$ cat src/hw/rtl/ccs_pkg.sv
package ccs_pkg;

    localparam logic [7:0] CH_NEWLINE = 8'h0A;
    localparam logic [7:0] CH_SLASH   = 8'h2F;
    localparam logic [7:0] CH_STAR    = 8'h2A;
    localparam logic [7:0] CH_QUOTE   = 8'h22;

    // result queue geometry
    localparam int QDEPTH = 4;
    localparam int QPTR_W = $clog2(QDEPTH);
    localparam int QCNT_W = $clog2(QDEPTH + 1);

    typedef struct packed {
        logic [7:0] out_char;
        logic       run_end;
        logic       text_end;
    } t_ccs_res;

    // results produced by one accepted word
    typedef struct packed {
        logic [1:0] cnt;
        t_ccs_res   res0;
        t_ccs_res   res1;
    } t_ccs_push;

endpackage

$ cat src/hw/rtl/ccs_if.sv
interface ccs_in_if;
    logic       valid;
    logic       ready;
    logic [7:0] in_char;
    logic       in_last;

    modport source (output valid, output in_char, output in_last, input ready);
    modport sink   (input valid, input in_char, input in_last, output ready);
endinterface

interface ccs_out_if;
    logic       valid;
    logic       ready;
    logic [7:0] out_char;
    logic       run_end;
    logic       text_end;

    modport source (output valid, output out_char, output run_end, output text_end,
                    input ready);
    modport sink   (input valid, input out_char, input run_end, input text_end,
                    output ready);
endinterface

$ cat src/hw/rtl/c_comment_stripper.sv
// channel   | dir | payload                       | handshake
// i_in      | in  | in_char[7:0], in_last         | valid/ready
// o_out     | out | out_char[7:0], run_end, text_end | valid/ready
// cfg       | in  | i_cfg_wdata[3:0] newline limit | i_cfg_we, no stall
//
// one word per cycle in while i_in.ready is high; each word yields zero, one or two result words
// a word is lexed in the cycle it is accepted and its results land in a
// four-entry result queue; i_in.ready drops while fewer than two slots are free
// output drains one word per cycle while o_out.ready is high, so two-result words slow intake briefly
// synchronous active-low reset: normal text mode, newline run zero, limit 2,
// queue empty
module c_comment_stripper
    import ccs_pkg::*;
(
    input  logic       i_clk,
    input  logic       i_rst_n,
    input  logic       i_cfg_we,
    input  logic [3:0] i_cfg_wdata,
    ccs_in_if.sink     i_in,
    ccs_out_if.source  o_out
);

    logic [3:0] r_max_run;
    logic       take;
    logic       room;
    t_ccs_push  push;

    // newline limit register
    always_ff @(posedge i_clk) begin
        if (!i_rst_n) begin
            r_max_run <= 4'd2;
        end else if (i_cfg_we) begin
            r_max_run <= i_cfg_wdata;
        end
    end

    // accept only with space for a worst-case pair of results
    assign i_in.ready = room;
    assign take       = i_in.valid & room;

    // lexer state machine and per-word result build
    ccs_lexer u_lexer (
        .i_clk     (i_clk),
        .i_rst_n   (i_rst_n),
        .i_take    (take),
        .i_char    (i_in.in_char),
        .i_last    (i_in.in_last),
        .i_max_run (r_max_run),
        .o_push    (push)
    );

    // result queue, parts the output side from the lexer
    ccs_outq u_outq (
        .i_clk     (i_clk),
        .i_rst_n   (i_rst_n),
        .i_push_en (take),
        .i_push    (push),
        .o_room    (room),
        .o_out     (o_out)
    );

endmodule

$ cat src/hw/rtl/ccs_lexer.sv
module ccs_lexer
    import ccs_pkg::*;
(
    input  logic       i_clk,
    input  logic       i_rst_n,
    input  logic       i_take,
    input  logic [7:0] i_char,
    input  logic       i_last,
    input  logic [3:0] i_max_run,
    output t_ccs_push  o_push
);

    localparam logic [2:0] MODE_NORMAL     = 3'd0;
    localparam logic [2:0] MODE_SLASH      = 3'd1;
    localparam logic [2:0] MODE_STRING     = 3'd2;
    localparam logic [2:0] MODE_LINE       = 3'd3;
    localparam logic [2:0] MODE_BLOCK      = 3'd4;
    localparam logic [2:0] MODE_BLOCK_STAR = 3'd5;

    logic [2:0] r_mode, n_mode;
    logic [3:0] r_run, n_run;

    always_comb begin
        logic       e0, e1;
        logic [7:0] c0, c1;
        logic       pass_in;
        logic [7:0] pass_ch;
        logic       norm_in;
        e0      = 1'b0;
        e1      = 1'b0;
        c0      = i_char;
        c1      = i_char;
        pass_in = 1'b0;
        pass_ch = i_char;
        norm_in = 1'b0;
        n_mode  = r_mode;
        n_run   = r_run;

        case (r_mode)
            MODE_SLASH: begin
                if (i_char == CH_STAR) begin
                    n_mode = MODE_BLOCK;
                end else if (i_char == CH_SLASH) begin
                    n_mode = MODE_LINE;
                end else begin
                    // held slash goes out, then the byte as normal text
                    e0      = 1'b1;
                    c0      = CH_SLASH;
                    n_run   = '0;
                    n_mode  = MODE_NORMAL;
                    norm_in = 1'b1;
                end
            end
            MODE_STRING: begin
                e0    = 1'b1;
                n_run = '0;
                if (i_char == CH_QUOTE) begin
                    n_mode = MODE_NORMAL;
                end
            end
            MODE_LINE: begin
                if (i_char == CH_NEWLINE) begin
                    n_mode  = MODE_NORMAL;
                    pass_in = 1'b1;
                end
            end
            MODE_BLOCK: begin
                if (i_char == CH_STAR) begin
                    n_mode = MODE_BLOCK_STAR;
                end
            end
            MODE_BLOCK_STAR: begin
                if (i_char == CH_SLASH) begin
                    n_mode = MODE_NORMAL;
                end else if (i_char != CH_STAR) begin
                    n_mode = MODE_BLOCK;
                end
            end
            default: begin
                n_mode  = MODE_NORMAL;
                norm_in = 1'b1;
            end
        endcase

        // normal text handling of the input byte
        if (norm_in) begin
            if (i_char == CH_SLASH) begin
                if (i_last) begin
                    pass_in = 1'b1;
                end else begin
                    n_mode = MODE_SLASH;
                end
            end else if (i_char == CH_QUOTE) begin
                if (e0) begin
                    e1 = 1'b1;
                end else begin
                    e0 = 1'b1;
                end
                n_run  = '0;
                n_mode = MODE_STRING;
            end else begin
                pass_in = 1'b1;
            end
        end

        // plain text with newline limit
        if (pass_in) begin
            if (pass_ch == CH_NEWLINE) begin
                if (n_run < i_max_run) begin
                    if (e0) begin
                        e1 = 1'b1;
                    end else begin
                        e0 = 1'b1;
                    end
                    n_run = n_run + 4'd1;
                end
            end else begin
                if (e0) begin
                    e1 = 1'b1;
                end else begin
                    e0 = 1'b1;
                end
                n_run = '0;
            end
        end

        if (i_last) begin
            n_mode = MODE_NORMAL;
            n_run  = '0;
        end

        o_push.cnt           = {e1, e0 & ~e1};
        o_push.res0.out_char = c0;
        o_push.res0.run_end  = e0 & ~e1;
        o_push.res0.text_end = e0 & ~e1 & i_last;
        o_push.res1.out_char = c1;
        o_push.res1.run_end  = 1'b1;
        o_push.res1.text_end = i_last;
    end

    always_ff @(posedge i_clk) begin
        if (!i_rst_n) begin
            r_mode <= MODE_NORMAL;
            r_run  <= '0;
        end else if (i_take) begin
            r_mode <= n_mode;
            r_run  <= n_run;
        end
    end

endmodule

$ cat src/hw/rtl/ccs_outq.sv
module ccs_outq
    import ccs_pkg::*;
(
    input  logic      i_clk,
    input  logic      i_rst_n,
    input  logic      i_push_en,
    input  t_ccs_push i_push,
    output logic      o_room,
    ccs_out_if.source o_out
);

    t_ccs_res          r_q [QDEPTH];
    logic [QPTR_W-1:0] r_wr, r_rd;
    logic [QCNT_W-1:0] r_cnt;
    logic [1:0]        push_n;
    logic              pop;

    assign push_n = i_push_en ? i_push.cnt : 2'd0;
    assign pop    = o_out.valid & o_out.ready;

    // room for the two results one word can cause
    assign o_room = (r_cnt <= QCNT_W'(QDEPTH - 2));

    assign o_out.valid    = (r_cnt != '0);
    assign o_out.out_char = r_q[r_rd].out_char;
    assign o_out.run_end  = r_q[r_rd].run_end;
    assign o_out.text_end = r_q[r_rd].text_end;

    always_ff @(posedge i_clk) begin
        for (int k = 0; k < QDEPTH; k++) begin
            if (push_n != 2'd0 && QPTR_W'(k) == r_wr) begin
                r_q[k] <= i_push.res0;
            end else if (push_n == 2'd2 && QPTR_W'(k) == r_wr + QPTR_W'(1)) begin
                r_q[k] <= i_push.res1;
            end
        end
    end

    always_ff @(posedge i_clk) begin
        if (!i_rst_n) begin
            r_wr  <= '0;
            r_rd  <= '0;
            r_cnt <= '0;
        end else begin
            r_wr  <= r_wr + QPTR_W'(push_n);
            r_rd  <= r_rd + QPTR_W'(pop);
            r_cnt <= r_cnt + QCNT_W'(push_n) - QCNT_W'(pop);
        end
    end

endmodule
$ cat src/flat_wrapper.sv
// flat-port wrapper written by rule: the top's interface ports become plain ports
module c_comment_stripper_flat import ccs_pkg::*;
  (i_clk, i_rst_n, i_cfg_we, i_cfg_wdata, i_in_valid, i_in_in_char, i_in_in_last, i_in_ready, o_out_valid, o_out_out_char, o_out_run_end, o_out_text_end, o_out_ready);
  ccs_in_if i_in_i ();
  ccs_out_if o_out_i ();
  input  logic i_clk;
  input  logic i_rst_n;
  input  logic i_cfg_we;
  input  logic [3:0] i_cfg_wdata;
  input wire logic [$bits(i_in_i.valid)-1:0] i_in_valid;
  input wire logic [$bits(i_in_i.in_char)-1:0] i_in_in_char;
  input wire logic [$bits(i_in_i.in_last)-1:0] i_in_in_last;
  output wire logic [$bits(i_in_i.ready)-1:0] i_in_ready;
  output wire logic [$bits(o_out_i.valid)-1:0] o_out_valid;
  output wire logic [$bits(o_out_i.out_char)-1:0] o_out_out_char;
  output wire logic [$bits(o_out_i.run_end)-1:0] o_out_run_end;
  output wire logic [$bits(o_out_i.text_end)-1:0] o_out_text_end;
  input wire logic [$bits(o_out_i.ready)-1:0] o_out_ready;
  assign i_in_i.valid = i_in_valid;
  assign i_in_i.in_char = i_in_in_char;
  assign i_in_i.in_last = i_in_in_last;
  assign i_in_ready = i_in_i.ready;
  assign o_out_valid = o_out_i.valid;
  assign o_out_out_char = o_out_i.out_char;
  assign o_out_run_end = o_out_i.run_end;
  assign o_out_text_end = o_out_i.text_end;
  assign o_out_i.ready = o_out_ready;
  c_comment_stripper u_core (.i_clk(i_clk), .i_rst_n(i_rst_n), .i_cfg_we(i_cfg_we), .i_cfg_wdata(i_cfg_wdata), .i_in(i_in_i), .o_out(o_out_i));
endmodule
$ cat config.mk
export PLATFORM = sky130hd
export DESIGN_NAME = c_comment_stripper_flat
export DESIGN_NICKNAME = d
export VERILOG_FILES = /design/src/hw/rtl/ccs_pkg.sv /design/src/hw/rtl/ccs_if.sv /design/src/hw/rtl/c_comment_stripper.sv /design/src/hw/rtl/ccs_lexer.sv /design/src/hw/rtl/ccs_outq.sv /design/src/flat_wrapper.sv
export SDC_FILE = /design/constraint.sdc
export NUM_CORES = 1
export LEC_CHECK = 0
export BUFFER_PORTS_ARGS = -buffer_cell sky130_fd_sc_hd__buf_2
export CAP_MARGIN = 0
export CORE_MARGIN = 2
export CORE_UTILIZATION = 45
export CTS_CLUSTER_DIAMETER = 200
export DETAILED_ROUTE_END_ITERATION = 12
export GPL_ROUTABILITY_DRIVEN = 0
export PLACE_DENSITY = 0.73
export SLEW_MARGIN = 20
export SYNTH_ARGS = -nofsm -noshare
export SYNTH_HDL_FRONTEND = slang
export SYNTH_SLANG_ARGS = --single-unit
$ cat constraint.sdc
create_clock -name i_clk -period 13.4 [get_ports i_clk]
set_input_delay 0 -clock i_clk [delete_from_list [all_inputs] [get_ports i_clk]]
set_output_delay 0 -clock i_clk [all_outputs]
set_load 0.01 [all_outputs]
==> impl_metrics.json, run 1 <==
{
  "status": "finished, final reports clean",
  "yosysSeqAreaShare": 0.466,
  "drv_slew": 0,
  "antenna_found_initial": 0,
  "dp.cells": 414,
  "nets": 360,
  "synth-edff-count": 39,
  "drive_above_1_share": 0.228,
  "diodes": 0,
  "synth_area_leaders": "edfxtp_1, dfxtp_1, mux4_2",
  "start_util": 0.461,
  "synthAdderAreaFrac": 0.0398,
  "cts_root_buf": "clkbuf_8",
  "vdd_drop_max_v": 0.0000572,
  "syn_avg_cell_area_um2": 11.1,
  "ioPinCount": 30,
  "met3_length_um": 445,
  "multiInputGateArea_um2": 1660,
  "synth_seq_cells": 58,
  "grt_pass1_vias": 2412,
  "fin_skew_ps": 12.5,
  "final_area_um2": 3790,
  "synth_cells": 301,
  "cap_violations": 0,
  "die_h_um": 90,
  "finalCriticalPeriod_ps": 4640,
  "synth_most_common_cell": "edfxtp_1",
  "path_max_fanout": 10,
  "die_w_um": 90,
  "clkSinkCount": 58,
  "synth_top_family_by_area": "simple AND/OR/NAND/NOR gates",
  "final.setup.tns_ps": 0,
  "nFillCells": 660,
  "rows": 31,
  "htree_num_levels": 3,
  "fin_crit_sh": 0.346,
  "drt_wl_total_um": 7110,
  "worstSetupPathType": "flop to flop",
  "yosysUniqueCellTypes": 63,
  "wire_per_inst_um": 16.3,
  "hold_slack_ps": 14.7,
  "dieArea_um2": 8100,
  "drtIter0Drc": 211,
  "seq_area_um2": 1550,
  "firstDrtPassIters": 5,
  "grt_max_degree": 16,
  "start_kind": "flop",
  "leakagePower_uw": 0.00148,
  "worstHoldStart": "i_rst_n",
  "routed.top_layer": "met4",
  "ys_top_cells_by_count": "edfxtp_1, and2_1, nand2_1",
  "min_to": "u_core.u_lexer.r_mode[2]",
  "min_path_type": "input port to flop",
  "reg2regPathDepth": 17,
  "insertion_delay_ps": 340,
  "critPathRequiredTime_ps": 13630,
  "finalSetupViolations": 0,
  "fmax_mhz": 216,
  "wl_met1_um": 3150,
  "path_clk_slew_ps": 80,
  "hold_violations": 0,
  "muxShareOfSynthArea": 0.0801,
  "yosys.area.top_type": "edfxtp_1",
  "vias": 2493,
  "tightest_slew_ps": 1060,
  "synth_flop_cell": "edfxtp_1",
  "placed_cell_area_um2": 3530,
  "vias_per_cell": 5.72,
  "numCtsBuffers": 9,
  "route.met2.wl_um": 3380,
  "fin_util": 0.526,
  "rsz0062_at_grt": "false",
  "final_cells": 436,
  "placement.io_buffers": 29,
  "cts_resized": 0,
  "timing.rr.start": "u_core.u_lexer.r_mode[0]",
  "syn_to_final_growth_pct": 14.0,
  "track_usage": 0.186,
  "cp.arrival_ps": 4870,
  "ant_nets": 0,
  "powerDensity_nw_per_um2": 136,
  "synth_top_area_share": 0.352,
  "cts_tree": "built",
  "core_um2": 7210,
  "cts_buffer_depth": 2,
  "async_flop_share": 0,
  "r2r_end": "u_core.u_outq.r_cnt[2]",
  "hold_path_depth": 3,
  "synthSimpleGateAreaFrac": 0.194,
  "worstSetupEndpointType": "flop",
  "synth-compound-area-share": 0.157,
  "syn-cell-area_um2": 3330,
  "dpl.hpwl_um": 4910,
  "relSlewSlack": 0.294,
  "ff2ff_setup_slack_ps": 8760,
  "grt_overflow_total": 0,
  "grt_pass1_wl_um": 11900,
  "synth_xor_area_frac": 0.0237,
  "synth_warnings": 0,
  "syn_nets": 329,
  "drc": 0
}
timing repair:
action	in CTS	in global routing
setup endpoints to repair	0	0
hold buffers	6	0
hold endpoints to repair	4	0
buffers inserted	0	0
worst max-delay path by stage:
stage | startpoint | end | slack, ps | depth (start not counted)
2_1_floorplan | u_core.u_lexer.r_mode[0] | u_core.u_outq.r_cnt[2] | 9190 | 19
3_3_place_gp | u_core.u_lexer.r_mode[0] | u_core.u_outq.r_cnt[2] | 9060 | 17
3_5_place_dp | u_core.u_lexer.r_mode[0] | u_core.u_outq.r_cnt[2] | 8840 | 17
4_1_cts | u_core.u_lexer.r_mode[0] | u_core.u_outq.r_cnt[2] | 8800 | 17
5_1_grt | u_core.u_lexer.r_mode[0] | u_core.u_outq.r_cnt[2] | 8470 | 17
6_report | u_core.u_lexer.r_mode[0] | u_core.u_outq.r_cnt[2] | 8760 | 17
logic make-up (layout without fill, tap and decap cells):
family / count (synthesis) / count (layout)
and+or+nand+nor: 109 / 109
adders and majority gates: 10 / 10
AOI/OAI and AO/OA: 69 / 69
xor gates and xnor gates: 9 / 9
buffers and inverters: 32 / 68
DFF: 58 / 58
muxes: 14 / 14
critical path, cell delays in order, from the launching register on:
cell	delay, ps
dfxtp_1	490
or3b_2	550
a31oi_1	300
a211oi_2	130
and2_1	210
ha_1	320
a211oi_1	190
o21ai_0	170
nor3_4	350
a211o_1	310
nand3_1	140
ha_1	330
inv_1	40
ha_1	180
fa_1	380
xnor2_1	150
xnor2_1	130
and2_1	150
per-stage QoR:
step / power [µW] / worst slack [ps]
3_5_place_dp: 362 / 8840
2_1_floorplan: 321 / 9190
5_1_grt: 545 / 8470
6_report: 516 / 8760
4_1_cts: 520 / 8800
3_3_place_gp: 358 / 9060
placed cells by master, fill, tap and decap left out, types with 2 or more instances in the layout:
cell type	netlist	final
o211ai_1	6	6
inv_1	17	17
a21boi_0	5	5
nand3_1	5	5
a41oi_1	2	2
a31oi_1	2	2
dfxtp_1	19	19
o21ai_0	10	10
a211oi_1	2	2
or4b_1	2	2
dlygate4sd3_1	0	6
a41o_1	2	2
clkbuf_8	0	9
a22o_1	4	4
nand2b_1	5	5
edfxtp_1	39	39
xor2_1	3	3
o21a_1	4	4
nand2_1	23	23
a21oi_1	9	8
or2_2	5	5
clkinvlp_4	0	2
clkinv_2	0	3
buf_2	4	29
nor2_1	12	12
mux4_2	10	10
or3_1	2	2
nor2b_1	7	7
a21o_1	7	7
nand4_1	3	3
nor3_1	4	3
and2_1	25	25
xnor2_1	6	6
and3_1	4	4
mux2i_1	3	3
ha_1	9	9
per-layer routing:
layer	up-vias	GRT usage
met5	-	0
met4	0	0.0756
met3	15	0.0453
met2	108	0.298
met1	1188	0.245
li1	1182	-
flip-flops by register name, indices dropped and copies added (netlist names):
name                   flops
u_core.u_outq.r_wr         2
u_core.u_outq.r_cnt        3
u_core.u_lexer.r_run       4
u_core.r_max_run           4
u_core.u_outq.r_rd         2
u_core.u_lexer.r_mode      3
u_core.u_outq.r_q         40
cell type report:
class,count,share of cell area
clock buffers,9,0.0327
clock inverters,7,0.0181
inverters,17,0.0168
multi-input cells,211,0.437
flip-flops and latches,58,0.409
well taps,99,0.0327
repair buffers,35,0.0541
where the power goes:
| part | switching [µW] | internal, µW |
|---|---|---|
| logic | 59.6 | 63.0 |
| clock network | 72.6 | 85.3 |
| registers | 21.6 | 214 |
(Power assumes the default switching activity.)
==> run 2, diff against run 1 <==
- clock period: 13.4 -> 4.4 ns (I/O delays scaled with it)
==> run 2 against run 1 <==
- sequential power rose to 3.0 times the previous value
- maximum frequency up 13%
- clock-buffer cell count stayed put
- hold slack worse by 1.3 ps
- largest cell class unchanged
- largest power group unchanged
- highest routed layer unchanged
==> impl_metrics.json, run 2 (same netlist as run 1, synthesis figures left out) <==
{
  "antenna_found_initial": 0,
  "final_area_um2": 3880,
  "hold_path_depth": 3,
  "grt_pass1_wl_um": 11600,
  "use_met3": 0.0419,
  "placement.io_buffers": 29,
  "status": "finished, final reports clean",
  "grt_pass1_vias": 2351,
  "cpMostUsedCell": "ha_1",
  "wire_per_inst_um": 16.2,
  "vdd_drop_max_v": 0.000292,
  "crit_slowest_cell": "or3b_2",
  "timing.rr.start": "u_core.u_lexer.r_mode[0]",
  "nets": 371,
  "start_kind": "flop",
  "grt_use_met2": 0.305,
  "grt_overflow_total": 0,
  "fin_crit_sh": 0.932,
  "leakagePower_uw": 0.00153,
  "critPathRequiredTime_ps": 4630,
  "reg_top3": "u_core.u_outq.r_q (40), u_core.r_max_run (4), u_core.u_lexer.r_run (4)",
  "ff2ff_setup_slack_ps": 300,
  "powerDensity_nw_per_um2": 407,
  "largest_reg_flops": 40,
  "min_to": "u_core.u_lexer.r_mode[2]",
  "final_common_cell": "edfxtp_1",
  "crit_start": "u_core.u_lexer.r_mode[0]",
  "max_flop_register": "u_core.u_outq.r_q",
  "start_util": 0.461,
  "dpl.hpwl_um": 5190,
  "syn_to_final_growth_pct": 16.6,
  "drv_slew": 0,
  "use_met1": 0.232,
  "placed_cell_area_um2": 3600,
  "numCtsBuffers": 9,
  "fmax_mhz": 244,
  "drive_above_1_share": 0.247,
  "path_cells": "or3b_2, a31oi_2, a211oi_2, and2_1, ha_1, a211oi_1, o21ai_1, nor3_4, a211o_4, nand3_1, ha_1, inv_1, ha_1, fa_1, xnor2_1, xnor2_1, and2_1",
  "vias_per_cell": 5.59,
  "cp.arrival_ps": 4330,
  "relSlewSlack": 0.513,
  "worstSetupPathType": "flop to flop",
  "drt_wl_total_um": 7240,
  "path_clk_slew_ps": 70,
  "ant_nets": 0,
  "grt_max_degree": 16,
  "reg2regPathDepth": 17,
  "vias": 2500,
  "core_um2": 7210,
  "path_max_fanout": 7,
  "min_path_type": "input port to flop",
  "rows": 31,
  "cts_root_buf": "clkbuf_8",
  "worstSetupEndpointType": "flop",
  "r2r_end": "u_core.u_outq.r_cnt[2]",
  "dieArea_um2": 8100,
  "cts_tree": "built",
  "firstDrtPassIters": 5,
  "rsz0062_at_grt": "false",
  "cts_buffer_depth": 2,
  "clkSinkCount": 58,
  "cpPeakStageDelay_ps": 530,
  "grt-busiest-layer": "met2",
  "fin_skew_ps": 10.6,
  "fin_util": 0.538,
  "tightest_slew_ps": 730,
  "drtIter0Drc": 168,
  "worstHoldStart": "i_rst_n",
  "finalCriticalPeriod_ps": 4100,
  "cap_violations": 0,
  "die_h_um": 90,
  "final.setup.tns_ps": 0,
  "hold_violations": 0,
  "diodes": 0,
  "drc": 0,
  "insertion_delay_ps": 340,
  "mostFrequentLayoutCells": "edfxtp_1, buf_2, and2_1",
  "track_usage": 0.182,
  "finalSetupViolations": 0,
  "htree_num_levels": 3,
  "die_w_um": 90,
  "ioPinCount": 30,
  "nFillCells": 665
}
## run 2: cell types whose count changed in the layout (fill, tap and decap cells not counted), sizes merged
cell      previous run  this run
clkinvlp             2         3
buf                 29        40
inv                 18        17
## run 2: layout make-up
class                      instances  area (µm²)  share of cell area
multi-input combinational        211        1660               0.428
sequential                        58        1550               0.400
timing repair buffer              46         288              0.0742
clock buffer                       9         124              0.0319
tap                               99         124              0.0319
clock inverter                     7        70.1              0.0181
inverter                          17        63.8              0.0164
## run 2: how the worst max path moves through the flow
stage,slack [ps],end,cells after the start
finish,300,u_core.u_outq.r_cnt[2],17
detailed placement,90,u_core.u_outq.r_cnt[2],18
global route,50,u_core.u_outq.r_cnt[2],17
CTS,80,u_core.u_outq.r_cnt[2],17
floorplan,190,u_core.u_outq.r_cnt[2],19
global placement,320,u_core.u_outq.r_cnt[2],18
## run 2: timing repair
item,4_1_cts,5_1_grt
setup buffers,0,1
hold buffers,6,0
resized for setup,0,4
endpoints found under the setup margin,0,1
hold endpoints to repair,4,0
## run 2: stage by stage
| step | worst slack [ps] | hold slack [ps] | std cells | power [µW] |
|---|---|---|---|---|
| floorplan | 187 | 128 | 301 | 977 |
| global placement | 324 | 225 | 424 | 1090 |
| detailed placement | 87.3 | 230 | 424 | 1100 |
| CTS | 81.2 | 4.52 | 446 | 1590 |
| global route | 53.7 | 33.7 | 447 | 1660 |
| finish | 300 | 13.3 | 447 | 1580 |
## run 2: critical path: cells and delay by family (launching register included)
family	cells	cell delay, ps
xor gates and xnor gates	2	270
DFF	1	330
adders and majority gates	4	1180
AOI/OAI and AO/OA	5	880
and+or+nand+nor	5	1270
buffers and inverters	1	40
## run 2: report_power, final
part           internal [µW]  total (µW)  switching, µW
registers                650         713           63.6
clock network            259         488            229
logic                    199         377            178
total                   1110        1580            470
## run 2: metal layers
layer | share of wire | vias to the layer above
met5 | 0 | -
met2 | 0.50 | 85
met3 | 0.045 | 13
met1 | 0.44 | 1206
li1 | - | 1196
met4 | 0.016 | 0
